===== config.mk =====
export PLATFORM = sky130hd
export DESIGN_NAME = process_ready_queue
export DESIGN_NICKNAME = d
export VERILOG_FILES = /design/src/prq_pkg.sv /design/src/process_ready_queue.sv /design/src/prq_ctrl.sv /design/src/prq_datapath.sv
export SDC_FILE = /design/constraint.sdc
export NUM_CORES = 1
export LEC_CHECK = 0
export ABC_AREA = 0
export BUFFER_PORTS_ARGS = -buffer_cell sky130_fd_sc_hd__buf_2
export CAP_MARGIN = 20
export CORE_MARGIN = 5
export CORE_UTILIZATION = 42
export CTS_CLUSTER_SIZE = 40
export DETAILED_ROUTE_END_ITERATION = 10
export GPL_TIMING_DRIVEN = 0
export HOLD_SLACK_MARGIN = 0.02
export PLACE_DENSITY = 0.66
export SLEW_MARGIN = 20
export SYNTH_ARGS = -nofsm -noshare
export SYNTH_HDL_FRONTEND = slang
export SYNTH_SLANG_ARGS = --single-unit

===== constraint.sdc =====
create_clock -name aclk -period 13.2 [get_ports aclk]
set_clock_uncertainty 0.05 [all_clocks]
set_input_delay 1.98 -clock aclk [delete_from_list [all_inputs] [get_ports aclk]]
set_output_delay 1.98 -clock aclk [all_outputs]
set_load 0.01 [all_outputs]

===== src/prq_pkg.sv =====
// Shared types, constants and codes for the process ready queue.
`timescale 1ns / 1ps

package prq_pkg;

    // Default queue depth and fixed field widths
    localparam int QUEUE_DEPTH_DEF = 16;
    localparam int ID_W            = 10;
    localparam int PRIO_W          = 8;
    localparam int ENTRY_W         = ID_W + PRIO_W;
    localparam int S_DATA_W        = ((ID_W + PRIO_W + 7) / 8) * 8;

    // Item kind carried in s_tuser
    localparam logic ACT_ENQ = 1'b0;
    localparam logic ACT_DEQ = 1'b1;

    // Ordering mode register values
    localparam logic MODE_HEAP = 1'b0;
    localparam logic MODE_FIFO = 1'b1;

    // Result status carried in m_tuser
    typedef enum logic [1:0] {
        ST_ENQUEUED = 2'd0,
        ST_FULL     = 2'd1,
        ST_DEQUEUED = 2'd2,
        ST_EMPTY    = 2'd3
    } status_code_t;

    // Controller states
    typedef enum logic [3:0] {
        S_IDLE,
        S_DECODE,
        S_FIFO_LD,
        S_UP_CHK,
        S_UP_CMP,
        S_DQ_LD,
        S_DN_CHK,
        S_DN_CMP,
        S_FINISH
    } ctrl_state_t;

    // Commands from the controller to the datapath
    typedef struct packed {
        logic         cap_in;      // capture the input transfer
        logic         set_status;  // load the result status
        status_code_t status_code;
        logic         fifo_wr;     // write entry at tail, advance tail
        logic         fifo_rd;     // read at head
        logic         fifo_ld;     // take head entry, advance head
        logic         up_init;     // hole at count, moving entry = input
        logic         up_rd;       // read parent of hole
        logic         up_move;     // parent into hole, hole moves up
        logic         place;       // moving entry into hole
        logic         dq_rd;       // read root and last entry
        logic         dq_ld;       // take root, moving entry = last
        logic         dn_rd;       // read both children of hole
        logic         dn_move;     // winning child into hole, hole moves down
        logic         load_out;    // load the result register
    } prq_cmd_t;

    // Status from the datapath to the controller
    typedef struct packed {
        logic action;    // kind of the captured item
        logic mode;      // ordering mode
        logic full;
        logic empty;
        logic pos_zero;  // hole is at the root
        logic up_less;   // moving entry beats its parent
        logic lc_out;    // left child lies beyond the held entries
        logic dn_swap;   // a child beats the moving entry
        logic out_busy;  // result register still holds an untaken result
    } prq_sts_t;

endpackage


===== src/process_ready_queue.sv =====
// Top level of the process ready queue: controller and datapath.
`timescale 1ns / 1ps

// Bounded ready queue of (process id, priority) entries, a binary min-heap on
// priority (lower first, left child wins ties) when ordering_mode is 0, or a
// FIFO ring when it is 1. One request is handled at a time and each gives one
// result transfer. A FIFO enqueue or a rejected request (full or empty) is
// settled in the decode state, and a FIFO dequeue then takes the head entry. A
// heap enqueue lets the entry rise towards the root, and a heap dequeue lets
// the last entry sink from the root. The entry moves at most log2(QUEUE_DEPTH)
// levels, and each level is one read of the entry memory, then a compare and
// a write. A result not yet taken holds the block in its last state. s_tready
// is high only while the block is idle, which it is from the cycle after the
// result is loaded. Write ordering_mode only while no request is in flight.

module process_ready_queue import prq_pkg::*; #(
    parameter  int QUEUE_DEPTH = QUEUE_DEPTH_DEF,
    localparam int CNT_W       = $clog2(QUEUE_DEPTH + 1),
    localparam int M_DATA_W    = ((ID_W + PRIO_W + CNT_W + 1 + 7) / 8) * 8
) (
    input  logic                aclk,
    input  logic                aresetn,
    // Ordering mode register: 0 heap, 1 FIFO
    input  logic                cfg_wr_en,
    input  logic                cfg_wr_data,
    // Requests
    input  logic                s_tvalid,
    output logic                s_tready,
    input  logic [S_DATA_W-1:0] s_tdata,  // proc_id[9:0], priority_req[17:10], zero pad
    input  logic                s_tuser,  // action: 0 enqueue, 1 dequeue
    // Results
    output logic                m_tvalid,
    input  logic                m_tready,
    output logic [M_DATA_W-1:0] m_tdata,  // out_proc_id, out_priority, entry_count,
                                          // is_empty, zero pad (lowest first)
    output logic [1:0]          m_tuser   // status
);

    prq_cmd_t cmd;
    prq_sts_t sts;

    prq_ctrl u_ctrl (
        .aclk     (aclk),
        .aresetn  (aresetn),
        .s_tvalid (s_tvalid),
        .s_tready (s_tready),
        .sts      (sts),
        .cmd      (cmd)
    );

    prq_datapath #(
        .QUEUE_DEPTH (QUEUE_DEPTH)
    ) u_datapath (
        .aclk        (aclk),
        .aresetn     (aresetn),
        .cfg_wr_en   (cfg_wr_en),
        .cfg_wr_data (cfg_wr_data),
        .s_tdata     (s_tdata),
        .s_tuser     (s_tuser),
        .cmd         (cmd),
        .sts         (sts),
        .m_tvalid    (m_tvalid),
        .m_tready    (m_tready),
        .m_tdata     (m_tdata),
        .m_tuser     (m_tuser)
    );

endmodule


===== src/prq_ctrl.sv =====
// Controller state machine of the process ready queue.
`timescale 1ns / 1ps

module prq_ctrl import prq_pkg::*; (
    input  logic     aclk,
    input  logic     aresetn,
    input  logic     s_tvalid,
    output logic     s_tready,
    input  prq_sts_t sts,
    output prq_cmd_t cmd
);

    ctrl_state_t state_reg;
    ctrl_state_t state_next;

    // State register
    always_ff @(posedge aclk) begin
        if (!aresetn) begin
            state_reg <= S_IDLE;
        end else begin
            state_reg <= state_next;
        end
    end

    // Next state and commands
    always_comb begin
        state_next = state_reg;
        cmd        = '0;
        s_tready   = 1'b0;
        unique case (state_reg)
            S_IDLE: begin
                s_tready = 1'b1;
                if (s_tvalid) begin
                    cmd.cap_in = 1'b1;
                    state_next = S_DECODE;
                end
            end
            S_DECODE: begin
                cmd.set_status = 1'b1;
                if (sts.action == ACT_ENQ) begin
                    if (sts.full) begin
                        cmd.status_code = ST_FULL;
                        state_next      = S_FINISH;
                    end else if (sts.mode == MODE_FIFO) begin
                        cmd.status_code = ST_ENQUEUED;
                        cmd.fifo_wr     = 1'b1;
                        state_next      = S_FINISH;
                    end else begin
                        cmd.status_code = ST_ENQUEUED;
                        cmd.up_init     = 1'b1;
                        state_next      = S_UP_CHK;
                    end
                end else begin
                    if (sts.empty) begin
                        cmd.status_code = ST_EMPTY;
                        state_next      = S_FINISH;
                    end else if (sts.mode == MODE_FIFO) begin
                        cmd.status_code = ST_DEQUEUED;
                        cmd.fifo_rd     = 1'b1;
                        state_next      = S_FIFO_LD;
                    end else begin
                        cmd.status_code = ST_DEQUEUED;
                        cmd.dq_rd       = 1'b1;
                        state_next      = S_DQ_LD;
                    end
                end
            end
            S_FIFO_LD: begin
                cmd.fifo_ld = 1'b1;
                state_next  = S_FINISH;
            end
            S_UP_CHK: begin
                if (sts.pos_zero) begin
                    cmd.place  = 1'b1;
                    state_next = S_FINISH;
                end else begin
                    cmd.up_rd  = 1'b1;
                    state_next = S_UP_CMP;
                end
            end
            S_UP_CMP: begin
                if (sts.up_less) begin
                    cmd.up_move = 1'b1;
                    state_next  = S_UP_CHK;
                end else begin
                    cmd.place  = 1'b1;
                    state_next = S_FINISH;
                end
            end
            S_DQ_LD: begin
                cmd.dq_ld  = 1'b1;
                state_next = S_DN_CHK;
            end
            S_DN_CHK: begin
                if (sts.lc_out) begin
                    cmd.place  = 1'b1;
                    state_next = S_FINISH;
                end else begin
                    cmd.dn_rd  = 1'b1;
                    state_next = S_DN_CMP;
                end
            end
            S_DN_CMP: begin
                if (sts.dn_swap) begin
                    cmd.dn_move = 1'b1;
                    state_next  = S_DN_CHK;
                end else begin
                    cmd.place  = 1'b1;
                    state_next = S_FINISH;
                end
            end
            S_FINISH: begin
                if (!sts.out_busy) begin
                    cmd.load_out = 1'b1;
                    state_next   = S_IDLE;
                end
            end
            default: begin
                state_next = S_IDLE;
            end
        endcase
    end

endmodule


===== src/prq_datapath.sv =====
// Datapath of the process ready queue: entry memory, pointers, sift registers, result register.
`timescale 1ns / 1ps

module prq_datapath import prq_pkg::*; #(
    parameter  int QUEUE_DEPTH = QUEUE_DEPTH_DEF,
    localparam int PTR_W       = $clog2(QUEUE_DEPTH),
    localparam int CNT_W       = $clog2(QUEUE_DEPTH + 1),
    localparam int M_DATA_W    = ((ID_W + PRIO_W + CNT_W + 1 + 7) / 8) * 8
) (
    input  logic                aclk,
    input  logic                aresetn,
    input  logic                cfg_wr_en,
    input  logic                cfg_wr_data,
    input  logic [S_DATA_W-1:0] s_tdata,
    input  logic                s_tuser,
    input  prq_cmd_t            cmd,
    output prq_sts_t            sts,
    output logic                m_tvalid,
    input  logic                m_tready,
    output logic [M_DATA_W-1:0] m_tdata,
    output logic [1:0]          m_tuser
);

    localparam int CHILD_W = CNT_W + 1;

    logic [ENTRY_W-1:0] mem [QUEUE_DEPTH];

    logic               mode_reg;
    logic [CNT_W-1:0]   count_reg;
    logic [PTR_W-1:0]   head_reg;
    logic [PTR_W-1:0]   tail_reg;
    logic [PTR_W-1:0]   pos_reg;
    logic [ENTRY_W-1:0] cur_reg;
    logic               in_action_reg;
    logic [ENTRY_W-1:0] in_entry_reg;
    logic [ENTRY_W-1:0] removed_reg;
    status_code_t       status_reg;
    logic [ENTRY_W-1:0] rd0_reg;
    logic [ENTRY_W-1:0] rd1_reg;
    logic               m_tvalid_reg;
    logic [M_DATA_W-1:0] m_data_reg;
    logic [1:0]         m_user_reg;

    logic [PTR_W-1:0]   head_inc;
    logic [PTR_W-1:0]   tail_inc;
    logic [PTR_W-1:0]   par;
    logic [CHILD_W-1:0] lc_w;
    logic [CHILD_W-1:0] rc_w;
    logic [CHILD_W-1:0] cnt_w;
    logic               rc_ok;
    logic [PRIO_W-1:0]  cur_pri;
    logic [PRIO_W-1:0]  rd0_pri;
    logic [PRIO_W-1:0]  rd1_pri;
    logic               l_less;
    logic [PRIO_W-1:0]  best_pri;
    logic               r_win;
    logic [ENTRY_W-1:0] best_data;
    logic [PTR_W-1:0]   best_pos;
    logic               rd_en;
    logic [PTR_W-1:0]   rd_addr0;
    logic [PTR_W-1:0]   rd_addr1;
    logic               wr_en;
    logic [PTR_W-1:0]   wr_addr;
    logic [ENTRY_W-1:0] wr_data;

    // Ring pointer increments, wrapping at the depth
    assign head_inc = (head_reg == PTR_W'(QUEUE_DEPTH - 1)) ? '0 : head_reg + 1'b1;
    assign tail_inc = (tail_reg == PTR_W'(QUEUE_DEPTH - 1)) ? '0 : tail_reg + 1'b1;

    // Heap neighbours of the hole
    assign par   = PTR_W'((pos_reg - 1'b1) >> 1);
    assign lc_w  = (CHILD_W'(pos_reg) << 1) + CHILD_W'(1);
    assign rc_w  = lc_w + CHILD_W'(1);
    assign cnt_w = CHILD_W'(count_reg);
    assign rc_ok = rc_w < cnt_w;

    // Priority compares; on a tie between children the left one wins
    assign cur_pri   = cur_reg[PRIO_W-1:0];
    assign rd0_pri   = rd0_reg[PRIO_W-1:0];
    assign rd1_pri   = rd1_reg[PRIO_W-1:0];
    assign l_less    = rd0_pri < cur_pri;
    assign best_pri  = l_less ? rd0_pri : cur_pri;
    assign r_win     = rc_ok && (rd1_pri < best_pri);
    assign best_data = r_win ? rd1_reg : rd0_reg;
    assign best_pos  = r_win ? PTR_W'(rc_w) : PTR_W'(lc_w);

    // Status to the controller
    always_comb begin
        sts.action   = in_action_reg;
        sts.mode     = mode_reg;
        sts.full     = count_reg == CNT_W'(QUEUE_DEPTH);
        sts.empty    = count_reg == '0;
        sts.pos_zero = pos_reg == '0;
        sts.up_less  = cur_pri < rd0_pri;
        sts.lc_out   = lc_w >= cnt_w;
        sts.dn_swap  = l_less || r_win;
        sts.out_busy = m_tvalid_reg && !m_tready;
    end

    // Memory read address selection
    always_comb begin
        rd_en    = cmd.fifo_rd | cmd.up_rd | cmd.dq_rd | cmd.dn_rd;
        rd_addr0 = '0;
        rd_addr1 = '0;
        if (cmd.fifo_rd) begin
            rd_addr0 = head_reg;
        end else if (cmd.up_rd) begin
            rd_addr0 = par;
        end else if (cmd.dq_rd) begin
            rd_addr1 = PTR_W'(count_reg - 1'b1);
        end else if (cmd.dn_rd) begin
            rd_addr0 = PTR_W'(lc_w);
            rd_addr1 = rc_ok ? PTR_W'(rc_w) : PTR_W'(lc_w);
        end
    end

    // Memory write selection
    always_comb begin
        wr_en   = cmd.fifo_wr | cmd.up_move | cmd.place | cmd.dn_move;
        wr_addr = pos_reg;
        wr_data = cur_reg;
        if (cmd.fifo_wr) begin
            wr_addr = tail_reg;
            wr_data = in_entry_reg;
        end else if (cmd.up_move) begin
            wr_data = rd0_reg;
        end else if (cmd.dn_move) begin
            wr_data = best_data;
        end
    end

    // Entry memory, registered reads
    always_ff @(posedge aclk) begin
        if (wr_en) begin
            mem[wr_addr] <= wr_data;
        end
        if (rd_en) begin
            rd0_reg <= mem[rd_addr0];
            rd1_reg <= mem[rd_addr1];
        end
    end

    // Control state: mode, count and ring pointers
    always_ff @(posedge aclk) begin
        if (!aresetn) begin
            mode_reg  <= MODE_HEAP;
            count_reg <= '0;
            head_reg  <= '0;
            tail_reg  <= '0;
        end else begin
            if (cfg_wr_en) begin
                mode_reg <= cfg_wr_data;
            end
            if (cmd.fifo_wr) begin
                tail_reg  <= tail_inc;
                count_reg <= count_reg + 1'b1;
            end else if (cmd.up_init) begin
                count_reg <= count_reg + 1'b1;
            end else if (cmd.fifo_ld) begin
                head_reg  <= head_inc;
                count_reg <= count_reg - 1'b1;
            end else if (cmd.dq_ld) begin
                count_reg <= count_reg - 1'b1;
            end
        end
    end

    // Item registers and sift state
    always_ff @(posedge aclk) begin
        if (cmd.cap_in) begin
            in_action_reg <= s_tuser;
            in_entry_reg  <= {s_tdata[ID_W-1:0], s_tdata[ID_W+PRIO_W-1:ID_W]};
            removed_reg   <= '0;
        end
        if (cmd.set_status) begin
            status_reg <= cmd.status_code;
        end
        if (cmd.up_init) begin
            cur_reg <= in_entry_reg;
            pos_reg <= PTR_W'(count_reg);
        end
        if (cmd.up_move) begin
            pos_reg <= par;
        end
        if (cmd.fifo_ld) begin
            removed_reg <= rd0_reg;
        end
        if (cmd.dq_ld) begin
            removed_reg <= rd0_reg;
            cur_reg     <= rd1_reg;
            pos_reg     <= '0;
        end
        if (cmd.dn_move) begin
            pos_reg <= best_pos;
        end
    end

    // Result register
    always_ff @(posedge aclk) begin
        if (!aresetn) begin
            m_tvalid_reg <= 1'b0;
        end else if (cmd.load_out) begin
            m_tvalid_reg <= 1'b1;
        end else if (m_tready) begin
            m_tvalid_reg <= 1'b0;
        end
    end

    always_ff @(posedge aclk) begin
        if (cmd.load_out) begin
            m_data_reg <= M_DATA_W'({(count_reg == '0), count_reg,
                                     removed_reg[PRIO_W-1:0],
                                     removed_reg[ENTRY_W-1:PRIO_W]});
            m_user_reg <= status_reg;
        end
    end

    assign m_tvalid = m_tvalid_reg;
    assign m_tdata  = m_data_reg;
    assign m_tuser  = m_user_reg;

endmodule

==> reports/results.tsv <==
metric	value	unit
status	finished clean	
p_comb_share	19.8	%
drive_gt1_share	13.8	%
layout_common_cells	411 x edfxtp_1, 316 x nand2_1, 229 x mux2i_1	
syn2layout_area_growth	12.9	%
grt_setup_unrepaired	no	
cts_tree	done	
antenna_found_initial	0	
first_global_vias	15093	
leakage	9.47	nW
regArea	12700	um^2
synth_area_per_cell	12.1	um^2
clkPwrFrac	34.1	%
dieArea	54900	um^2
worstSetupStartpointType	flop	
clock-root-buffer	clkbuf_16	
layout_commonest_cell	edfxtp_1	
cap_violations	0	
avgViaCountPerCell	6.01	
synth_seq_area_share	60.2	%
numCtsBuffers	47	
grt_max_degree	37	
slew_headroom	29.5	%
seq_power_share	46.2	%
p_sw	0.00109	W
die_h	234	um
hold_viol_final	0	
fmax	162	MHz
gp_congestion	0.942	
tightest_slew	1.06	ns
synth_cell_types	67	
start_util	42.3	%
finalCriticalPeriod	6.16	ns
synth_seq_cells	430	
nNetsFinal	1914	
die_x	234	um
hpwl	45.8	mm
finalSetupViolCount	0	
fillers	4402	
grt_first_pass_wirelength	96.2	mm
cts.sinks	430	
cts_setup_buffers	0	
clk_path_buf_depth	3	
syn_area	21100	um^2
clock_latency	0.59	ns
cp.required	13.34	ns
drc	0	
hold_buffers	0	
drt_iter0_drc	1878	
internal_power	0.00269	W
final_max_slew_viol_count	0	
crit_fanout	16	
fin_crit_sh	46.7	%
hp-class	reg2reg	
routed_wl	66.5	mm
wire_per_inst	26.0	um
port_buffers	52	
holdWs	0.365	ns
largest_reg_flops	288	
n_antenna_cell	0	
synth.net_count	1813	
yosysWarnings	0	
postLayoutSetupSlackWorst	7.04	ns
io_pins	59	
largest-register	u_datapath.mem	
synth_edf_count	411	
num_rows	82	
critPathKind	reg2reg	
synth_flop_cell	edfxtp_1	
synthCells	1753	
cts_resized	0	
final_antenna_net_count	0	
gr-total-overflow	0	
drtPass1Iterations	5	
setup_tns	0	ns
ys_async_sr_fraction	0	%
swShare	28.9	%
core_area	50000	um^2
arrival	6.30	ns
grt_usage	23.7	%
pre_cts_ws	7.09	ns
end_kind	flop	
clk_pin_slew	0.06	ns
cts-htree-levels	2	
multi_input_area	7950	um^2
p_per_area	158	nW/um^2
vias	15394	
vdd.ir_drop.worst	0.0927	mV
## logic make-up (layout without fill, tap and decap cells)
kind of cell / Yosys count / in the layout / synth area share [%]
AOI/OAI and AO/OA: 237 / 237 / 7.88
xor gates and xnor gates: 12 / 12 / 0.497
adders and majority gates: 29 / 29 / 1.72
buffers and inverters: 137 / 274 / 2.82
DFF: 430 / 430 / 60.2
muxes: 265 / 265 / 12.8
and+or+nand+nor: 643 / 643 / 14.1
## worst paths after layout
check	from	to	slack, ns	cells after the start
worst max register to register	u_datapath.rd0_reg[1]	u_datapath.mem[10][11]	7.04	17
worst min-delay path	u_datapath.status_reg[1]	u_datapath.m_tuser[1]	0.37	0
worst max-delay path	u_datapath.rd0_reg[1]	u_datapath.mem[10][11]	7.04	17
worst min register to register	u_datapath.status_reg[1]	u_datapath.m_tuser[1]	0.37	0
## cell usage after synthesis (3+ instances only)
| master | n | share of area [%] |
|---|---|---|
| dfxtp_1 | 19 | 1.8 |
| o41ai_1 | 3 | 0.12 |
| nor4_2 | 10 | 0.59 |
| xnor2_1 | 10 | 0.41 |
| nor3_1 | 31 | 0.73 |
| o21ai_0 | 20 | 0.47 |
| a22oi_1 | 12 | 0.43 |
| edfxtp_1 | 411 | 58 |
| mux2_2 | 36 | 1.9 |
| nand4_1 | 5 | 0.15 |
| a22o_1 | 8 | 0.33 |
| o221a_2 | 12 | 0.64 |
| mux2i_1 | 229 | 11 |
| a221o_1 | 8 | 0.38 |
| inv_1 | 22 | 0.39 |
| nor4_1 | 11 | 0.33 |
| buf_4 | 4 | 0.14 |
| clkbuf_1 | 50 | 0.89 |
| a221oi_1 | 19 | 0.79 |
| a31oi_1 | 7 | 0.21 |
| nor2b_1 | 10 | 0.30 |
| and2_1 | 30 | 0.89 |
| a21o_1 | 9 | 0.32 |
| and3_1 | 4 | 0.12 |
| o22ai_1 | 6 | 0.18 |
| nand3_1 | 155 | 3.7 |
| o311ai_0 | 4 | 0.17 |
| o21a_1 | 6 | 0.21 |
| buf_2 | 54 | 1.3 |
| nand2b_1 | 9 | 0.27 |
| buf_1 | 7 | 0.12 |
| nand2_1 | 317 | 5.6 |
| a21boi_0 | 3 | 0.11 |
| a21oi_1 | 89 | 2.1 |
| a211o_1 | 10 | 0.41 |
| ha_1 | 29 | 1.7 |
| or3_1 | 4 | 0.12 |
| a211oi_1 | 3 | 0.11 |
| and4_1 | 4 | 0.17 |
| nor2_1 | 41 | 0.73 |
## worst max-delay path: stages, from the launching register on
cell and delay [ns]:
edfxtp_1 0.51, ha_1 0.35, nor2b_1 0.13, o21a_1 0.16
o21ai_0 0.32, a21o_1 0.27, nand2_1 0.33, mux2i_1 0.26
ha_1 0.26, a21o_1 0.18, a21o_1 0.17, a211oi_1 0.46
a22oi_1 0.21, nor2_1 0.18, clkbuf_1 0.55, clkbuf_1 0.56
o21ai_0 0.23, a221o_1 0.59
## power groups by stage
stage / clock, W / combinational, W / sequential, W
floorplan: 0 / 0.000478 / 0.00175
global placement: 0 / 0.000704 / 0.00177
detailed placement: 0 / 0.000727 / 0.00177
CTS: 0.00130 / 0.000731 / 0.00174
global route: 0.00135 / 0.000796 / 0.00175
finish: 0.00129 / 0.000746 / 0.00174
## area by class of cell
type / count / share of cell area (%)
flip-flops and latches: 430 / 53.3
multi-input cells: 1186 / 33.3
clock buffers: 62 / 5.30
well taps: 672 / 3.52
plain buffers: 115 / 2.16
repair buffers: 52 / 1.09
clock inverters: 23 / 0.939
inverters: 22 / 0.346
## stage by stage
step,power [W],instance area [um^2],utilization (%),cells
floorplan,0.00223,21100,-,1753
global placement,0.00247,22200,44.5,2477
detailed placement,0.00250,22400,44.8,2477
CTS,0.00378,23900,47.7,2562
global route,0.00390,23900,47.8,2562
finish,0.00378,23900,47.8,2562
## layer usage
| layer | track usage (%) | wire (um) |
|---|---|---|
| met1 | 30.9 | 26000 |
| met3 | 5.02 | 6670 |
| met2 | 38.3 | 30700 |
| met5 | 0 | 0 |
| met4 | 10.9 | 3180 |
Power figures use the tool's default switching activity.
